$ cat src/hw/rtl/v3alu_pkg.sv
// shared types, opcodes and saturation helper for the vector alu
package v3alu_pkg;

   localparam int PORT_BITS     = 32;
   localparam int CMD_BITS      = 4;
   localparam int DEF_FRAC_BITS = 16;
   localparam int DEF_WORD_BITS = 32;
   localparam int SAT_BITS      = 2 * PORT_BITS + 4;

   typedef enum logic [CMD_BITS-1:0] {
      OP_ADD     = 4'd0,
      OP_SUB     = 4'd1,
      OP_MUL     = 4'd2,
      OP_SCALE   = 4'd3,
      OP_DOT     = 4'd4,
      OP_CROSS   = 4'd5,
      OP_LENGTH  = 4'd6,
      OP_NORM    = 4'd7,
      OP_REFLECT = 4'd8
   } op_type;

   typedef struct packed {
      logic                        hit;
      logic signed [PORT_BITS-1:0] val;
   } sat_type;

   function automatic sat_type sat_word(input logic signed [SAT_BITS-1:0] v, input int ew);
      logic signed [SAT_BITS-1:0] hi;
      logic signed [SAT_BITS-1:0] lo;
      sat_type                    r;
      hi = signed'((SAT_BITS'(1) << (ew - 1)) - SAT_BITS'(1));
      lo = -hi - signed'(SAT_BITS'(1));
      r.hit = 1'b0;
      r.val = v[PORT_BITS-1:0];
      if (v > hi) begin
         r.hit = 1'b1;
         r.val = hi[PORT_BITS-1:0];
      end else if (v < lo) begin
         r.hit = 1'b1;
         r.val = lo[PORT_BITS-1:0];
      end
      return r;
   endfunction

endpackage

$ cat src/hw/rtl/v3alu_delay.sv
// fixed-depth payload delay line with shared advance enable
module v3alu_delay import v3alu_pkg::*; #(
   parameter int WIDTH = PORT_BITS,
   parameter int DEPTH = 1
) (
   input  logic             clock,
   input  logic             en,
   input  logic [WIDTH-1:0] d,
   output logic [WIDTH-1:0] q
);

   logic [WIDTH-1:0] tap_ff [DEPTH];

   always_ff @(posedge clock) begin
      if (en) begin
         tap_ff[0] <= d;
         for (int j = 1; j < DEPTH; j++) begin
            tap_ff[j] <= tap_ff[j-1];
         end
      end
   end

   assign q = tap_ff[DEPTH-1];

endmodule

$ cat config.mk
export PLATFORM = sky130hd
export DESIGN_NAME = v3alu_delay
export DESIGN_NICKNAME = d
export VERILOG_FILES = /design/src/hw/rtl/v3alu_pkg.sv /design/src/hw/rtl/v3alu_delay.sv
export SDC_FILE = /design/constraint.sdc
export NUM_CORES = 1
export LEC_CHECK = 0
export BUFFER_PORTS_ARGS = -buffer_cell sky130_fd_sc_hd__clkbuf_2
export CAP_MARGIN = 20
export CORE_MARGIN = 3
export CORE_UTILIZATION = 42
export DETAILED_ROUTE_END_ITERATION = 8
export GPL_TIMING_DRIVEN = 0
export MAX_ROUTING_LAYER = met4
export PLACE_DENSITY = 0.81
export SYNTH_ARGS = -nofsm -noshare
export SYNTH_HDL_FRONTEND = slang
export SYNTH_SLANG_ARGS = --single-unit
$ cat constraint.sdc
create_clock -name clock -period 0.8 [get_ports clock]
set_input_delay 0.12 -clock clock [delete_from_list [all_inputs] [get_ports clock]]
set_output_delay 0.12 -clock clock [all_outputs]
set_load 0.02 [all_outputs]
==> metrics.csv <==
stage,metric,value,unit
logic_synthesis,synth_top_area_frac,1.00,
floorplan,initial_utilization,0.466,
layout,multi_input_area,0,um^2
route,met2_length,1.50,mm
route,wl_per_cell,15.3,um
grt,antenna_found_initial,0,
worst_setup_path,crit_path_cell_trace,buf_6,
layout,drive_above_1_share,0.511,
route,wl_met1,791,um
power,p_leak,0.785,nW
worst_setup_path,startpoint,tap_ff[0][5],
logic_synthesis,synth_top_flop_cell,edfxtp_1,
clock_tree,htree_levels,2,
worst_setup_path,crit_cells,1,
outcome,status,"complete, but fails checks",
clock_tree,cts_buffer_depth,2,
logic_synthesis,synth_cell_type_count,1,
outcome,violations,negative setup slack,
logic_synthesis,seq_area_frac_synth,1.00,
logic_synthesis,synth_area_per_cell,30.0,um^2
timing,tightest_slew,0.669,ns
timing,rsz0062_at_grt,yes,
placement,portBuffers,65,
timing,hold_violations,0,
layout,num-nets-final,170,
worst_setup_path,crit_end,q[5],
worst_setup_path,slowest_delay,0.42,ns
worst_setup_path,crit_slowest_cell,edfxtp_1,
layout,largest_reg_flops,32,
placement,gp_congestion,0.597,
worst_setup_path,crit_path_end_kind,output port,
layout,area_delta_synth_final,90.8,%
route,drcViolationCount,0,
logic_synthesis,synth_top_cell_by_area,edfxtp_1,
job,maxCapViolCount,0,
timing,fin_ws,-0.208,ns
floorplan,die_x,53.8,um
worst_setup_path,path_class,reg2out,
logic_synthesis,ys_warn_count,0,
layout,multi_input_gates,0,
logic_synthesis,synthTopCellsByArea,edfxtp_1 100%,
power,power_density,1900,nW/um^2
logic_synthesis,syn_inst,32,
logic_synthesis,netlist_area,961,um^2
grt,grt_max_degree,33,
timing,period_share,1.26,
power,total_power,3.49,mW
power,peakVddDrop,1600,uV
logic_synthesis,synthTopCellsByCount,32 x edfxtp_1,
clock_tree,root_buffer,clkbuf_4,
hold_path,hp-class,in2reg,
route,via_per_inst,4.38,
timing,finalSetupTns,-5.29,ns
timing,finalSetupViolations,32,
clock_tree,numCtsBuffers,5,
timing,period_needed,1.01,ns
logic_synthesis,yosysMostFrequentCell,edfxtp_1,
layout,regMostFlops,tap_ff,
route,ant_nets,0,
placement,place_area,1320,um^2
logic_synthesis,synth-seq-cells,32,
hold_path,hp-start,en,
layout,diodes,0,
logic_synthesis,syn_nets,66,
worst_setup_path,cpLargestDelayFamily,flip-flops,
timing,drv_slew,0,
layout,utilization,0.889,
clock_tree,cts.sinks,32,
layout,top_regs,tap_ff (32),
route,wl_met3,211,um
worst_setup_path,cp_num_buf_inv,1,
timing,clock.fmax,992,MHz
route,num_vias,719,
grt,grt.overflow.total,0,
grt,first_global_vias,767,
worst_setup_path,crit_fanout,1,
route,drtPass1Iterations,2,
floorplan,fp.coreArea,2060,um^2
worst_setup_path,crit_required,0.68,ns
clock_tree,cts_tree,yes,
clock_tree,path_clk_slew,0.09,ns
clock_tree,cts_setup_buffers,0,
worst_setup_path,arrival,0.89,ns
grt,globalRouteTotalUtil,0.190,
logic_synthesis,async_flop_share,0,
floorplan,dieHeight,53.8,um
logic_synthesis,synth_edf_count,32,
layout,final_area,1830,um^2
route,drt_iter0_markers,7,
route,top_layer,met4,
route,route.final.wire_length,2.51,mm
timing,max_slew_margin,0.554,
grt,grt_pass1_wl,3.49,mm
worst_setup_path,cp-start-kind,flop,
floorplan,die_area,2900,um^2
floorplan,io_pins,66,
floorplan,rows,16,
## area by class of cell
| cell class | count | area [um^2] |
|---|---|---|
| tap | 27 | 33.8 |
| clock inverter | 1 | 3.75 |
| fill | 87 | 229 |
| timing repair buffer | 97 | 790 |
| clock buffer | 7 | 45.0 |
| sequential | 32 | 961 |
## what timing repair did
action,in CTS,in global routing
hold endpoints to repair,32,0
gates cloned,0,0
resized for setup,0,79
setup endpoints to repair,32,37
hold buffers,32,0
## power breakdown
part | total, mW | internal (mW) | leakage [nW] | switching [mW]
clock | 0.803 | 0.337 | 0.0269 | 0.465
sequential | 2.05 | 1.99 | 0.313 | 0.0535
combinational | 0.636 | 0.345 | 0.445 | 0.291
## placed cells by master, fill, tap and decap left out
cell type	n
edfxtp_1	32
dlygate4sd3_1	32
clkbuf_4	5
clkbuf_2	32
clkinv_1	1
clkbuf_1	2
buf_6	23
buf_2	10
## stage by stage
stage                     setup WS (ns)  hold WS [ns]  instances
after floorplan                   0.231         0.219         32
after global placement           -0.280         0.296        124
after detailed placement         -0.304         0.299        124
after CTS                        -0.211         0.499        164
after global routing             -0.249         0.401        164
final                            -0.208         0.376        164
## per-layer routing
layer,vias to the layer above,GRT usage
li1,339,-
met1,336,0.168
met2,42,0.361
met3,2,0.0609
met4,0,0.0766
met5,-,-
## worst min path at each step
| stage | end | slack, ns | depth (start not counted) |
|---|---|---|---|
| after floorplan | tap_ff[0][0] | 0.22 | 0 |
| after global placement | tap_ff[0][9] | 0.30 | 1 |
| after detailed placement | tap_ff[0][7] | 0.30 | 1 |
| after CTS | tap_ff[0][8] | 0.50 | 2 |
| after global routing | tap_ff[0][17] | 0.40 | 1 |
| final | tap_ff[0][17] | 0.38 | 1 |
## logic make-up after synthesis
logic type	Yosys count	share of synthesized area
flip-flops	32	1.00
Power figures use the tool's default switching activity.
