### config.mk
export PLATFORM = sky130hd
export DESIGN_NAME = v3alu_sqrt
export DESIGN_NICKNAME = d
export VERILOG_FILES = /design/src/hw/rtl/v3alu_pkg.sv /design/src/hw/rtl/v3alu_sqrt.sv
export SDC_FILE = /design/constraint.sdc
export NUM_CORES = 2
export LEC_CHECK = 0
export BUFFER_PORTS_ARGS = -buffer_cell sky130_fd_sc_hd__buf_4
export CORE_MARGIN = 1
export CORE_UTILIZATION = 32
export DETAILED_ROUTE_END_ITERATION = 16
export PLACE_DENSITY_LB_ADDON = 0.2
export SKIP_CTS_REPAIR_TIMING = 1
export SYNTH_ARGS = -nofsm -noshare
export SYNTH_HDL_FRONTEND = slang
export SYNTH_MEMORY_MAX_BITS = 65536
export SYNTH_SLANG_ARGS = --single-unit
### constraint.sdc
create_clock -name clock -period 5.5 [get_ports clock]
set_clock_uncertainty 0.2 [all_clocks]
set_input_delay 0.55 -clock clock [delete_from_list [all_inputs] [get_ports clock]]
set_output_delay 0.55 -clock clock [all_outputs]
set_load 0.02 [all_outputs]
### src/hw/rtl/v3alu_pkg.sv
// shared types, opcodes and saturation helper for the vector alu
package v3alu_pkg;

   localparam int PORT_BITS     = 32;
   localparam int CMD_BITS      = 4;
   localparam int DEF_FRAC_BITS = 16;
   localparam int DEF_WORD_BITS = 32;
   localparam int SAT_BITS      = 2 * PORT_BITS + 4;

   typedef enum logic [CMD_BITS-1:0] {
      OP_ADD     = 4'd0,
      OP_SUB     = 4'd1,
      OP_MUL     = 4'd2,
      OP_SCALE   = 4'd3,
      OP_DOT     = 4'd4,
      OP_CROSS   = 4'd5,
      OP_LENGTH  = 4'd6,
      OP_NORM    = 4'd7,
      OP_REFLECT = 4'd8
   } op_type;

   typedef struct packed {
      logic                        hit;
      logic signed [PORT_BITS-1:0] val;
   } sat_type;

   function automatic sat_type sat_word(input logic signed [SAT_BITS-1:0] v, input int ew);
      logic signed [SAT_BITS-1:0] hi;
      logic signed [SAT_BITS-1:0] lo;
      sat_type                    r;
      hi = signed'((SAT_BITS'(1) << (ew - 1)) - SAT_BITS'(1));
      lo = -hi - signed'(SAT_BITS'(1));
      r.hit = 1'b0;
      r.val = v[PORT_BITS-1:0];
      if (v > hi) begin
         r.hit = 1'b1;
         r.val = hi[PORT_BITS-1:0];
      end else if (v < lo) begin
         r.hit = 1'b1;
         r.val = lo[PORT_BITS-1:0];
      end
      return r;
   endfunction

endpackage

### src/hw/rtl/v3alu_sqrt.sv
// pipelined integer square root, one result bit per stage
module v3alu_sqrt import v3alu_pkg::*; #(
   parameter int EW = DEF_WORD_BITS
) (
   input  logic            clock,
   input  logic            en,
   input  logic [2*EW-1:0] n,
   output logic [EW-1:0]   root
);

   localparam int SQW = 2 * EW;

   logic [SQW-1:0] n_ff    [EW];
   logic [SQW-1:0] n_in    [EW];
   logic [EW+1:0]  rem_ff  [EW];
   logic [EW+1:0]  rem_in  [EW];
   logic [EW-1:0]  root_ff [EW];
   logic [EW-1:0]  root_in [EW];

   always_comb begin
      logic [SQW-1:0] n_prev;
      logic [EW+1:0]  rem_prev;
      logic [EW-1:0]  root_prev;
      logic [EW+1:0]  rem_t;
      logic [EW+1:0]  test;
      for (int j = 0; j < EW; j++) begin
         n_prev    = (j == 0) ? n  : n_ff[(j == 0) ? 0 : j-1];
         rem_prev  = (j == 0) ? '0 : rem_ff[(j == 0) ? 0 : j-1];
         root_prev = (j == 0) ? '0 : root_ff[(j == 0) ? 0 : j-1];
         rem_t     = {rem_prev[EW-1:0], n_prev[SQW-1 -: 2]};
         test      = {root_prev, 2'b01};
         n_in[j]   = n_prev << 2;
         if (rem_t >= test) begin
            rem_in[j]  = rem_t - test;
            root_in[j] = {root_prev[EW-2:0], 1'b1};
         end else begin
            rem_in[j]  = rem_t;
            root_in[j] = {root_prev[EW-2:0], 1'b0};
         end
      end
   end

   always_ff @(posedge clock) begin
      if (en) begin
         for (int j = 0; j < EW; j++) begin
            n_ff[j]    <= n_in[j];
            rem_ff[j]  <= rem_in[j];
            root_ff[j] <= root_in[j];
         end
      end
   end

   assign root = root_ff[EW-1];

endmodule

==> impl_metrics.py <==
metrics = {
    "cells_and_area": {
        "fillers": 34000,
        "regArea_mm2": 0.0740,
        "drive_gt1_share_pct": 7.79,
        "multiInputGateArea_mm2": 0.0369,
        "postLayoutCoreUtil_pct": 36.9,
        "area_delta_synth_final_pct": 14.6,
        "final_nets": 9841,
    },
    "synthesis": {
        "yosysTopAreaCell": "edfxtp_1",
        "syn_nets": 9483,
        "synth_edf_count": 2465,
        "synth_area_mm2": 0.114,
        "synth_top_area_share_pct": 64.7,
        "synth_seq_area_share_pct": 64.7,
        "synthTopCellsByArea": "edfxtp_1 (65%), ha_1 (6.1%), xnor2_1 (3.0%)",
        "synth_cells": 8856,
        "ys_ff_latch": 2465,
        "ys_warn_count": 0,
        "synth.avg_cell_area_um2": 12.9,
        "ys_types": 83,
        "ys_async_sr_fraction_pct": 0,
        "ys.flop_type": "edfxtp_1",
    },
    "clock_tree": {
        "cts_buffer_depth": 4,
        "cts-buffers-inserted": 291,
        "clk_pin_slew_ns": 0.06,
        "htree_levels": 5,
        "cts-root-buf": "clkbuf_16",
        "cts_tree": "yes",
        "clk_latency_ns": 0.90,
        "clock_sinks": 2465,
    },
    "power_and_ir_drop": {
        "leakagePower_nw": 49.4,
        "power_density_mw_per_mm2": 424,
        "peakVddDrop_uv": 240,
    },
    "timing": {
        "slew_violations": 0,
        "timing.final.crit_share_pct": 84.6,
        "max_freq_mhz": 215,
        "finalSetupViolCount": 0,
        "fin_setup_tns_ns": 0,
        "report.final.hold_viol_count": 0,
        "max_slew.worst_pin.slew_ns": 1.19,
        "relSlewSlack_pct": 20.5,
        "period_needed_ns": 4.65,
        "rsz0062_at_grt": "no",
    },
    "die": {
        "row_count": 219,
        "io_pins": 98,
        "core_region_area_mm2": 0.356,
        "die_w_um": 600,
        "die-area_mm2": 0.360,
        "start_util_pct": 32.2,
        "die_y_um": 600,
    },
    "global_routing": {
        "grt_overflow": 0,
        "grt_pass1_wl_um": 379000,
        "grt_max_degree": 162,
        "track_usage_pct": 13.1,
        "grt_antenna_before_repair": 1,
        "grt_pass1_vias": 67800,
    },
    "critical_path": {
        "critPathLaunch": "rem_ff[1][238]",
        "start_kind": "register",
        "required_ns": 5.90,
        "r2r_end": "rem_ff[1][276]",
        "reg2reg_depth": 12,
        "cp-endpoint": "rem_ff[1][276]",
        "endpoint_kind": "register",
        "crit_arrival_ns": 5.05,
        "crit_type": "reg2reg",
        "cp_max_fo": 34,
        "regToRegSetupSlack_ns": 0.85,
        "crit-reg2reg-launch": "rem_ff[1][238]",
    },
    "detailed_routing": {
        "via_per_inst": 4.79,
        "ant_nets": 0,
        "totalWireLength_um": 243000,
        "wl_per_cell_um": 17.1,
        "drtPass1Iterations": 11,
        "dr.first_iter.drc_count": 4026,
        "drc": 12,
        "vias": 68000,
    },
    "run_status": {
        "violations": "design-rule violations",
        "outcome": "finished with violations",
    },
    "placement": {
        "gp_congestion": 0.862,
        "dp_hpwl_um": 175000,
        "io_buffers": 97,
    },
    "job": {
        "drv_cap": 0,
    },
    "min_path": {
        "min-delay-path-class": "in2reg",
    },
}
-- cell families (layout without fill, tap and decap cells) --
group / Yosys count / in the layout / synth area share, %
adder cells (fa/ha/maj): 561 / 561 / 6.14
AND/OR/NAND/NOR: 2283 / 2283 / 9.73
XOR/XNOR: 774 / 774 / 5.93
other: 1 / 3 / 0.00328
AO/OA/AOI/OAI: 1798 / 1798 / 9.72
buffers and inverters: 903 / 1486 / 3.08
multiplexers: 71 / 71 / 0.688
flip-flops: 2465 / 2465 / 64.7
-- layout make-up --
cell class | instances | area share, %
multi-input combinational | 5488 | 28.1
antenna | 2 | 0.00382
timing repair buffer | 251 | 1.77
clock inverter | 170 | 1.22
tap | 4751 | 4.53
clock buffer | 348 | 5.83
sequential | 2465 | 56.4
inverter | 717 | 2.05
-- state kept, by name (all words and copies together) (netlist names) --
name	cells
n_ff	992
rem_ff	945
root_ff	528
-- how the worst min path moves through the flow --
| stage | slack [ns] | startpoint | cells past startpoint | endpoint |
|---|---|---|---|---|
| finish | 0.10 | en | 1 | n_ff[0][29] |
| global route | 0.09 | en | 1 | n_ff[0][29] |
| CTS | -0.49 | n[54] | 1 | n_ff[0][54] |
| detailed placement | 0.20 | n_ff[0][54] | 0 | n_ff[0][118] |
| global placement | 0.20 | n_ff[0][93] | 0 | n_ff[0][157] |
| floorplan | 0.20 | n_ff[0][36] | 0 | n_ff[0][100] |
-- stage by stage --
stage | hold slack, ns | cell area, µm² | instances | total power [W] | setup WS [ns]
after global placement | 0.200 | 121000 | 13600 | 0.0371 | 0.796
after floorplan | 0.200 | 114000 | 8856 | 0.0334 | 1.64
after detailed placement | 0.205 | 121000 | 13600 | 0.0373 | 0.826
after CTS | -0.485 | 130000 | 14100 | 0.0564 | 0.795
after global routing | 0.0873 | 131000 | 14200 | 0.0586 | 0.522
final | 0.102 | 131000 | 14200 | 0.0555 | 0.848
-- layer usage --
metal | global-route usage (%) | vias to the layer above | routed length [µm]
li1 | - | 33400 | -
met1 | 16.0 | 32900 | 104000
met2 | 23.3 | 1171 | 121000
met3 | 1.83 | 469 | 8520
met4 | 4.97 | 0 | 8960
met5 | 0 | - | 0
-- cell usage in the layout, fill, tap and decap left out, types with 38 or more instances in the layout --
cell,netlist,layout
a211oi_1,48,46
a21o_1,224,224
a21oi_1,554,553
a31oi_1,44,44
and2_1,39,39
and3_1,38,38
buf_4,32,165
clkbuf_1,140,50
clkbuf_16,0,298
clkinv_1,2,65
clkinv_2,0,43
dlygate4sd3_1,0,65
edfxtp_1,2465,2465
ha_1,561,561
inv_1,714,714
mux2_2,61,61
nand2_1,620,620
nand2b_1,111,111
nand3_1,150,150
nand4_1,90,90
nor2_1,553,552
nor2b_1,83,82
nor3_1,222,220
nor4_1,107,106
o21a_1,111,111
o21ai_0,485,485
o21bai_1,41,41
o31ai_1,62,60
or2_2,39,39
or3_1,89,89
or4_1,50,50
xnor2_1,398,398
xor2_1,376,376
-- cells in the mapped netlist, types with 25 or more instances --
master / number
a21boi_0: 31
nand3b_1: 28
a31oi_1: 44
xnor2_1: 398
nor3_1: 222
nand2b_1: 111
or3_1: 89
a21o_1: 224
mux2_2: 61
and2_1: 39
o21bai_1: 41
nand4_1: 90
xor2_1: 376
nor2b_1: 83
a2111oi_0: 25
o21ai_0: 485
nand3_1: 150
edfxtp_1: 2465
buf_4: 32
a211oi_1: 48
nor4_1: 107
or2_2: 39
nor2_1: 553
a21oi_1: 554
or4_1: 50
ha_1: 561
nand2_1: 620
o21a_1: 111
o31ai_1: 62
and3_1: 38
clkbuf_1: 140
inv_1: 714
-- worst max-delay path: stages, from the launching register on --
cell and delay (ns):
edfxtp_1 0.40, ha_1 0.37, nor2b_1 0.15, o21a_1 0.14, o211a_1 0.17, or3b_2 0.12
a221oi_1 0.07, buf_4 0.17, a2111o_1 0.46, o21ai_0 0.51, a21o_1 0.99, buf_4 0.31
mux2_2 0.34
-- report_power, final --
part | total, W | switching [W] | internal, W
clock | 0.0187 | 0.00768 | 0.0110
combinational | 0.0114 | 0.00665 | 0.00472
sequential | 0.0255 | 0.00162 | 0.0239
Power figures use the tool's default switching activity.
