<file path="src/hw/rtl/v3alu_pkg.sv">
// shared types, opcodes and saturation helper for the vector alu
package v3alu_pkg;

   localparam int PORT_BITS     = 32;
   localparam int CMD_BITS      = 4;
   localparam int DEF_FRAC_BITS = 16;
   localparam int DEF_WORD_BITS = 32;
   localparam int SAT_BITS      = 2 * PORT_BITS + 4;

   typedef enum logic [CMD_BITS-1:0] {
      OP_ADD     = 4'd0,
      OP_SUB     = 4'd1,
      OP_MUL     = 4'd2,
      OP_SCALE   = 4'd3,
      OP_DOT     = 4'd4,
      OP_CROSS   = 4'd5,
      OP_LENGTH  = 4'd6,
      OP_NORM    = 4'd7,
      OP_REFLECT = 4'd8
   } op_type;

   typedef struct packed {
      logic                        hit;
      logic signed [PORT_BITS-1:0] val;
   } sat_type;

   function automatic sat_type sat_word(input logic signed [SAT_BITS-1:0] v, input int ew);
      logic signed [SAT_BITS-1:0] hi;
      logic signed [SAT_BITS-1:0] lo;
      sat_type                    r;
      hi = signed'((SAT_BITS'(1) << (ew - 1)) - SAT_BITS'(1));
      lo = -hi - signed'(SAT_BITS'(1));
      r.hit = 1'b0;
      r.val = v[PORT_BITS-1:0];
      if (v > hi) begin
         r.hit = 1'b1;
         r.val = hi[PORT_BITS-1:0];
      end else if (v < lo) begin
         r.hit = 1'b1;
         r.val = lo[PORT_BITS-1:0];
      end
      return r;
   endfunction

endpackage

</file>
<file path="src/hw/rtl/v3alu_div.sv">
// pipelined restoring divider for normalize, one quotient bit per stage
module v3alu_div import v3alu_pkg::*; #(
   parameter int EW = DEF_WORD_BITS,
   parameter int F  = DEF_FRAC_BITS
) (
   input  logic          clock,
   input  logic          en,
   input  logic [EW-1:0] mag,
   input  logic          sgn,
   input  logic [EW-1:0] d,
   output logic [F:0]    q,
   output logic          sgn_o,
   output logic [EW-1:0] d_o
);

   localparam int QB = F + 1;

   logic [EW-1:0] rem_ff [QB];
   logic [EW-1:0] rem_in [QB];
   logic [QB-1:0] q_ff   [QB];
   logic [QB-1:0] q_in   [QB];
   logic [EW-1:0] d_ff   [QB];
   logic          s_ff   [QB];

   always_comb begin
      logic [EW:0]   rem_t;
      logic [EW-1:0] d_prev;
      logic [QB-1:0] q_prev;
      for (int j = 0; j < QB; j++) begin
         rem_t  = (j == 0) ? {1'b0, mag} : {rem_ff[(j == 0) ? 0 : j-1], 1'b0};
         d_prev = (j == 0) ? d : d_ff[(j == 0) ? 0 : j-1];
         q_prev = (j == 0) ? '0 : q_ff[(j == 0) ? 0 : j-1];
         if (rem_t >= {1'b0, d_prev}) begin
            rem_in[j] = EW'(rem_t - {1'b0, d_prev});
            q_in[j]   = {q_prev[QB-2:0], 1'b1};
         end else begin
            rem_in[j] = rem_t[EW-1:0];
            q_in[j]   = {q_prev[QB-2:0], 1'b0};
         end
      end
   end

   always_ff @(posedge clock) begin
      if (en) begin
         rem_ff[0] <= rem_in[0];
         q_ff[0]   <= q_in[0];
         d_ff[0]   <= d;
         s_ff[0]   <= sgn;
         for (int j = 1; j < QB; j++) begin
            rem_ff[j] <= rem_in[j];
            q_ff[j]   <= q_in[j];
            d_ff[j]   <= d_ff[j-1];
            s_ff[j]   <= s_ff[j-1];
         end
      end
   end

   assign q     = q_ff[QB-1];
   assign sgn_o = s_ff[QB-1];
   assign d_o   = d_ff[QB-1];

endmodule

</file>
<file path="config.mk">
export PLATFORM = sky130hd
export DESIGN_NAME = v3alu_div
export DESIGN_NICKNAME = d
export VERILOG_FILES = /design/src/hw/rtl/v3alu_pkg.sv /design/src/hw/rtl/v3alu_div.sv
export SDC_FILE = /design/constraint.sdc
export NUM_CORES = 2
export LEC_CHECK = 0
export BUFFER_PORTS_ARGS = -buffer_cell sky130_fd_sc_hd__buf_2
export CAP_MARGIN = 20
export CORE_ASPECT_RATIO = 0.8
export CORE_MARGIN = 1
export CORE_UTILIZATION = 58
export DETAILED_ROUTE_END_ITERATION = 7
export PLACE_DENSITY = 0.77
export SYNTH_ARGS = -nofsm -noshare
export SYNTH_HDL_FRONTEND = slang
export SYNTH_SLANG_ARGS = --single-unit
</file>
<file path="constraint.sdc">
create_clock -name clock -period 3.5 [get_ports clock]
set_input_delay 0.525 -clock clock [delete_from_list [all_inputs] [get_ports clock]]
set_output_delay 0.525 -clock clock [all_outputs]
set_load 0.05 [all_outputs]
</file>
==> results.md <==
- The cell leakage power is 0.03599 uW.
- Setup violations remaining at the end of the flow were counted as 108.
- The actual slew at the worst max-slew pin is 729.7 ps.
- The final antenna-violating net count is 0.
- Setup repair after global routing could not meet its margin everywhere.
- The y dimension of the die is 314.6 um.
- The critical path in this run is classified as flop to flop.
- The global-route wire length before repair is 274.1 mm.
- Headroom to the max-slew limit came out at 51.36%.
- The number of antenna violations at the first check in global routing is 6.
- After the first detailed-routing iteration, the DRC count stood at 5697.
- The largest clock skew in the final design is 30.12 ps.
- The number of clock buffers inserted by TritonCTS is 130.
- For the worst-skew pair, the clock arrives at the later sink with an insertion delay of 780 ps.
- In the routed design, unresolved DRC markers number 0.
- Based on the critical path, the design can be clocked at up to 265.9 MHz.
- The effective utilization at floorplan is 58.55%.
- The die area is 123500 sq um.
- The clock tree synthesis step divided the H-tree into 4 levels.
- The maximum number of pins on one net before global-route repair is 86.
- Summing over every cut layer, the via total after detailed routing is 52590.
- The root buffer cell chosen for the clock tree is sky130_fd_sc_hd__clkbuf_16.
- During placement, the flow inserted port buffers numbering 116.
- Of all flip-flops after synthesis, the portion carrying an async set or reset was 0%.
- Global routing consumed, over all layers together, 28.58% of the routing resources.
- Counting flops with a built-in enable in the synthesized netlist gives 1226.
- The clock-pin transition on the worst setup and hold timing paths is 60 ps.
- The number of distinct standard cells referenced by the synthesized netlist is 100.
- Row generation in the floorplan step produced 114 rows.
- The worst setup path is captured at a flop.
- After synthesis the netlist holds a flip-flop and latch count of 1226.
- After technology mapping, the gate count stands at 6373.
- The worst IR drop on VDD is 0.5237 mV.
- The detailed-router iteration count before antenna repair is 8.
- The final-report max-slew violation count is 0.
- The clock sink total is 1226.
- The number of warning messages in the yosys log is 0.
- In this run the mean area of a mapped cell was 11.11 sq um.
- The mean number of vias per cell is 5.923.
- TritonCTS built the clock tree.
- The checks that failed: negative setup slack.
- During I/O placement, the number of pins put on the boundary was 117.
- The tightest min-delay check is of the input pin to flop type.
- The most common flop cell mapped by yosys is sky130_fd_sc_hd__edfxtp_1.
- The via count of the first global-routing pass is 49190.
- The run finished, with violations left.
- From left edge to right edge, the die measures 392.7 um.
- The per-cell routed wire length is 20.79 um.
- Data on the critical path is required at its endpoint by 4020 ps.
- In this run the standard cell core region covers 121000 sq um.
- Detailed placement ended at an HPWL of 130.7 mm.
- Subtracting the final worst setup slack from the clock period gives 3761 ps.
- Synthesis produced a netlist with a net count of 6999.
- The synthesis-to-layout area growth is 20.41%.
- STA classifies the critical path startpoint as a flop.
- Wires add up to 184.6 mm.
- After layout, the design draws a total of 81860 uW.
- After routing the design area is 85280 sq um.
- The maximum fanout count along the critical path is 7.
- In this run the cell area of the synthesized design comes to 70830 sq um.
- The final critical path takes up 107.4% of the cycle.
- Dividing total power by cell area gives a power density of 959.8 nW/um^2.
- The number of nets in the layout is 7784.
- The final RePlAce weighted congestion is 0.9557.
- Across the run, the number of max-cap violations was 0.
- Summed over all layers, the global routing overflow is 0.
- The maximum buffer depth of the clock tree is 3.
- The final number of hold-violating endpoints is 0.
- For this run, the register share of the synthesized area comes to 51.98%.
- The least setup slack across all paths after layout is -260.5 ps.
- The placed instances occupy a cell area of 77110 sq um.
- Of the cells placed in the final design, the portion with a size suffix greater than 1 is 21.54%.
- The endpoint arrival time on the critical path is 4280 ps.
[layout by cell type, fill, tap and decap left out, types with 47 or more instances in the layout]
cell                        synthesis  final
sky130_fd_sc_hd__a21o_1           274    274
sky130_fd_sc_hd__a21oi_1          535    488
sky130_fd_sc_hd__buf_2             31    115
sky130_fd_sc_hd__buf_4             62    612
sky130_fd_sc_hd__clkbuf_16          0    143
sky130_fd_sc_hd__edfxtp_1        1226   1226
sky130_fd_sc_hd__ha_1             543    502
sky130_fd_sc_hd__inv_1            680    666
sky130_fd_sc_hd__mux2_2           162    124
sky130_fd_sc_hd__mux2_4            20     59
sky130_fd_sc_hd__nand2_1          410    393
sky130_fd_sc_hd__nand2b_1          74     72
sky130_fd_sc_hd__nand3_1          109    103
sky130_fd_sc_hd__nand4_1           77     77
sky130_fd_sc_hd__nor2_1           385    354
sky130_fd_sc_hd__nor2b_1           82     69
sky130_fd_sc_hd__nor3_1            54     47
sky130_fd_sc_hd__o21a_1            64     63
sky130_fd_sc_hd__o21ai_0          406    342
sky130_fd_sc_hd__o21ai_1           10     52
sky130_fd_sc_hd__o21bai_1          87     81
sky130_fd_sc_hd__xnor2_1          271    271
sky130_fd_sc_hd__xor2_1           156    156
[worst max-delay path: stages (launching register included)]
cell and delay [ps]:
sky130_fd_sc_hd__edfxtp_1 410, sky130_fd_sc_hd__ha_1 330, sky130_fd_sc_hd__nor2b_4 150, sky130_fd_sc_hd__o211ai_1 140
sky130_fd_sc_hd__a211o_1 340, sky130_fd_sc_hd__a2111oi_4 440, sky130_fd_sc_hd__o21ai_2 120, sky130_fd_sc_hd__o22ai_2 210
sky130_fd_sc_hd__a22oi_2 120, sky130_fd_sc_hd__o211ai_1 260, sky130_fd_sc_hd__nand2_1 160, sky130_fd_sc_hd__o21ai_4 170
sky130_fd_sc_hd__buf_6 180, sky130_fd_sc_hd__buf_12 160, sky130_fd_sc_hd__mux2_4 330
[logic make-up (layout without fill, tap and decap cells)]
logic type	count (synthesis)	after routing	share of synthesized area, %
compound gates	1714	1714	15.26
xor+xnor	427	427	5.280
fa+ha+maj	559	559	10.04
buf+inv	881	1761	5.086
flops	1226	1226	51.98
mux	197	197	3.226
other cells	0	2	0
simple gates	1369	1369	9.123
[layer usage]
metal,global-route usage [%],vias to the layer above,part of all wire [%]
met1,43.77,25170,45
met4,8.392,2,2.5
met5,0,-,0.0081
li1,-,24750,-
met3,7.360,319,11
met2,39.58,2358,41
[cell type report]
class	count	area, sq um
sequential	1226	36820
fill	8456	35680
multi-input combinational	4266	32470
timing repair buffer	852	7189
clock buffer	145	3331
inverter	682	2567
tap	1624	2032
clock inverter	82	874.6
antenna	2	5.005
[through the flow]
stage	util, %	std cells	setup slack [ps]	hold WS (ps)	TNS [ps]
finish	70.51	8879	-260.5	81.55	-13490
detailed placement	63.75	8476	-275.3	404.5	-39570
global route	70.50	8877	-365.2	61.27	-32650
CTS	68.53	8785	-181.0	39.83	-8090
global placement	63.75	8476	-234.9	400.5	-22080
floorplan	-	6373	12.59	400.3	0
[synthesized netlist by cell type, drive strengths merged (10+ instances only)]
master   instances  area share (%)
xnor2          271             3.4
a31o            18            0.22
nor2           385             2.0
o21bai          87            0.92
o211ai          26            0.28
fa              16            0.45
or2             19            0.17
mux2           190             3.1
o21ai          420             3.0
inv            682             3.6
nand4           77            0.68
or3             26            0.23
nor3            54            0.38
nand2          410             2.2
nand3          110            0.78
o31a            23            0.28
a21boi          15            0.16
nand2b          74            0.65
buf             98            0.93
a211o           10            0.12
a21oi          537             3.8
edfxtp        1226              52
a31oi           53            0.49
nor2b           82            0.72
a221oi          13            0.17
nor4            30            0.26
o21a            65            0.69
clkbuf         101            0.54
and3            36            0.32
ha             543             9.6
a21o           274             2.9
a2111oi         11            0.22
xor2           156             1.9
o31ai           35            0.39
and2            24            0.21
a211oi          40            0.44
[where the power goes]
part           internal [uW]  switching (uW)
Sequential             21900            2830
Combinational          20200           23100
Clock                   7930            5880
[what timing repair did]
action,CTS,global route
cloned,11,14
setup buffers,40,94
hold endpoints to repair,32,0
pin swaps,42,165
hold buffers,32,0
gates resized for setup,147,387
endpoints found under the setup margin,359,485
[sequential cells by signal, summed over array words and instances (netlist names)]
register and count:
d_ff 544, rem_ff 512, q_ff 153, s_ff 17
[worst paths after layout]
check,cells past startpoint,startpoint,end,slack [ps]
max,14,rem_ff[0][256],rem_ff[0][307],-260
min,2,d[1],d_ff[0][1],80
max reg2reg,14,rem_ff[0][256],rem_ff[0][307],-260
min reg2reg,0,q_ff[0][173],q_ff[0][191],410
(Power assumes the default switching activity.)
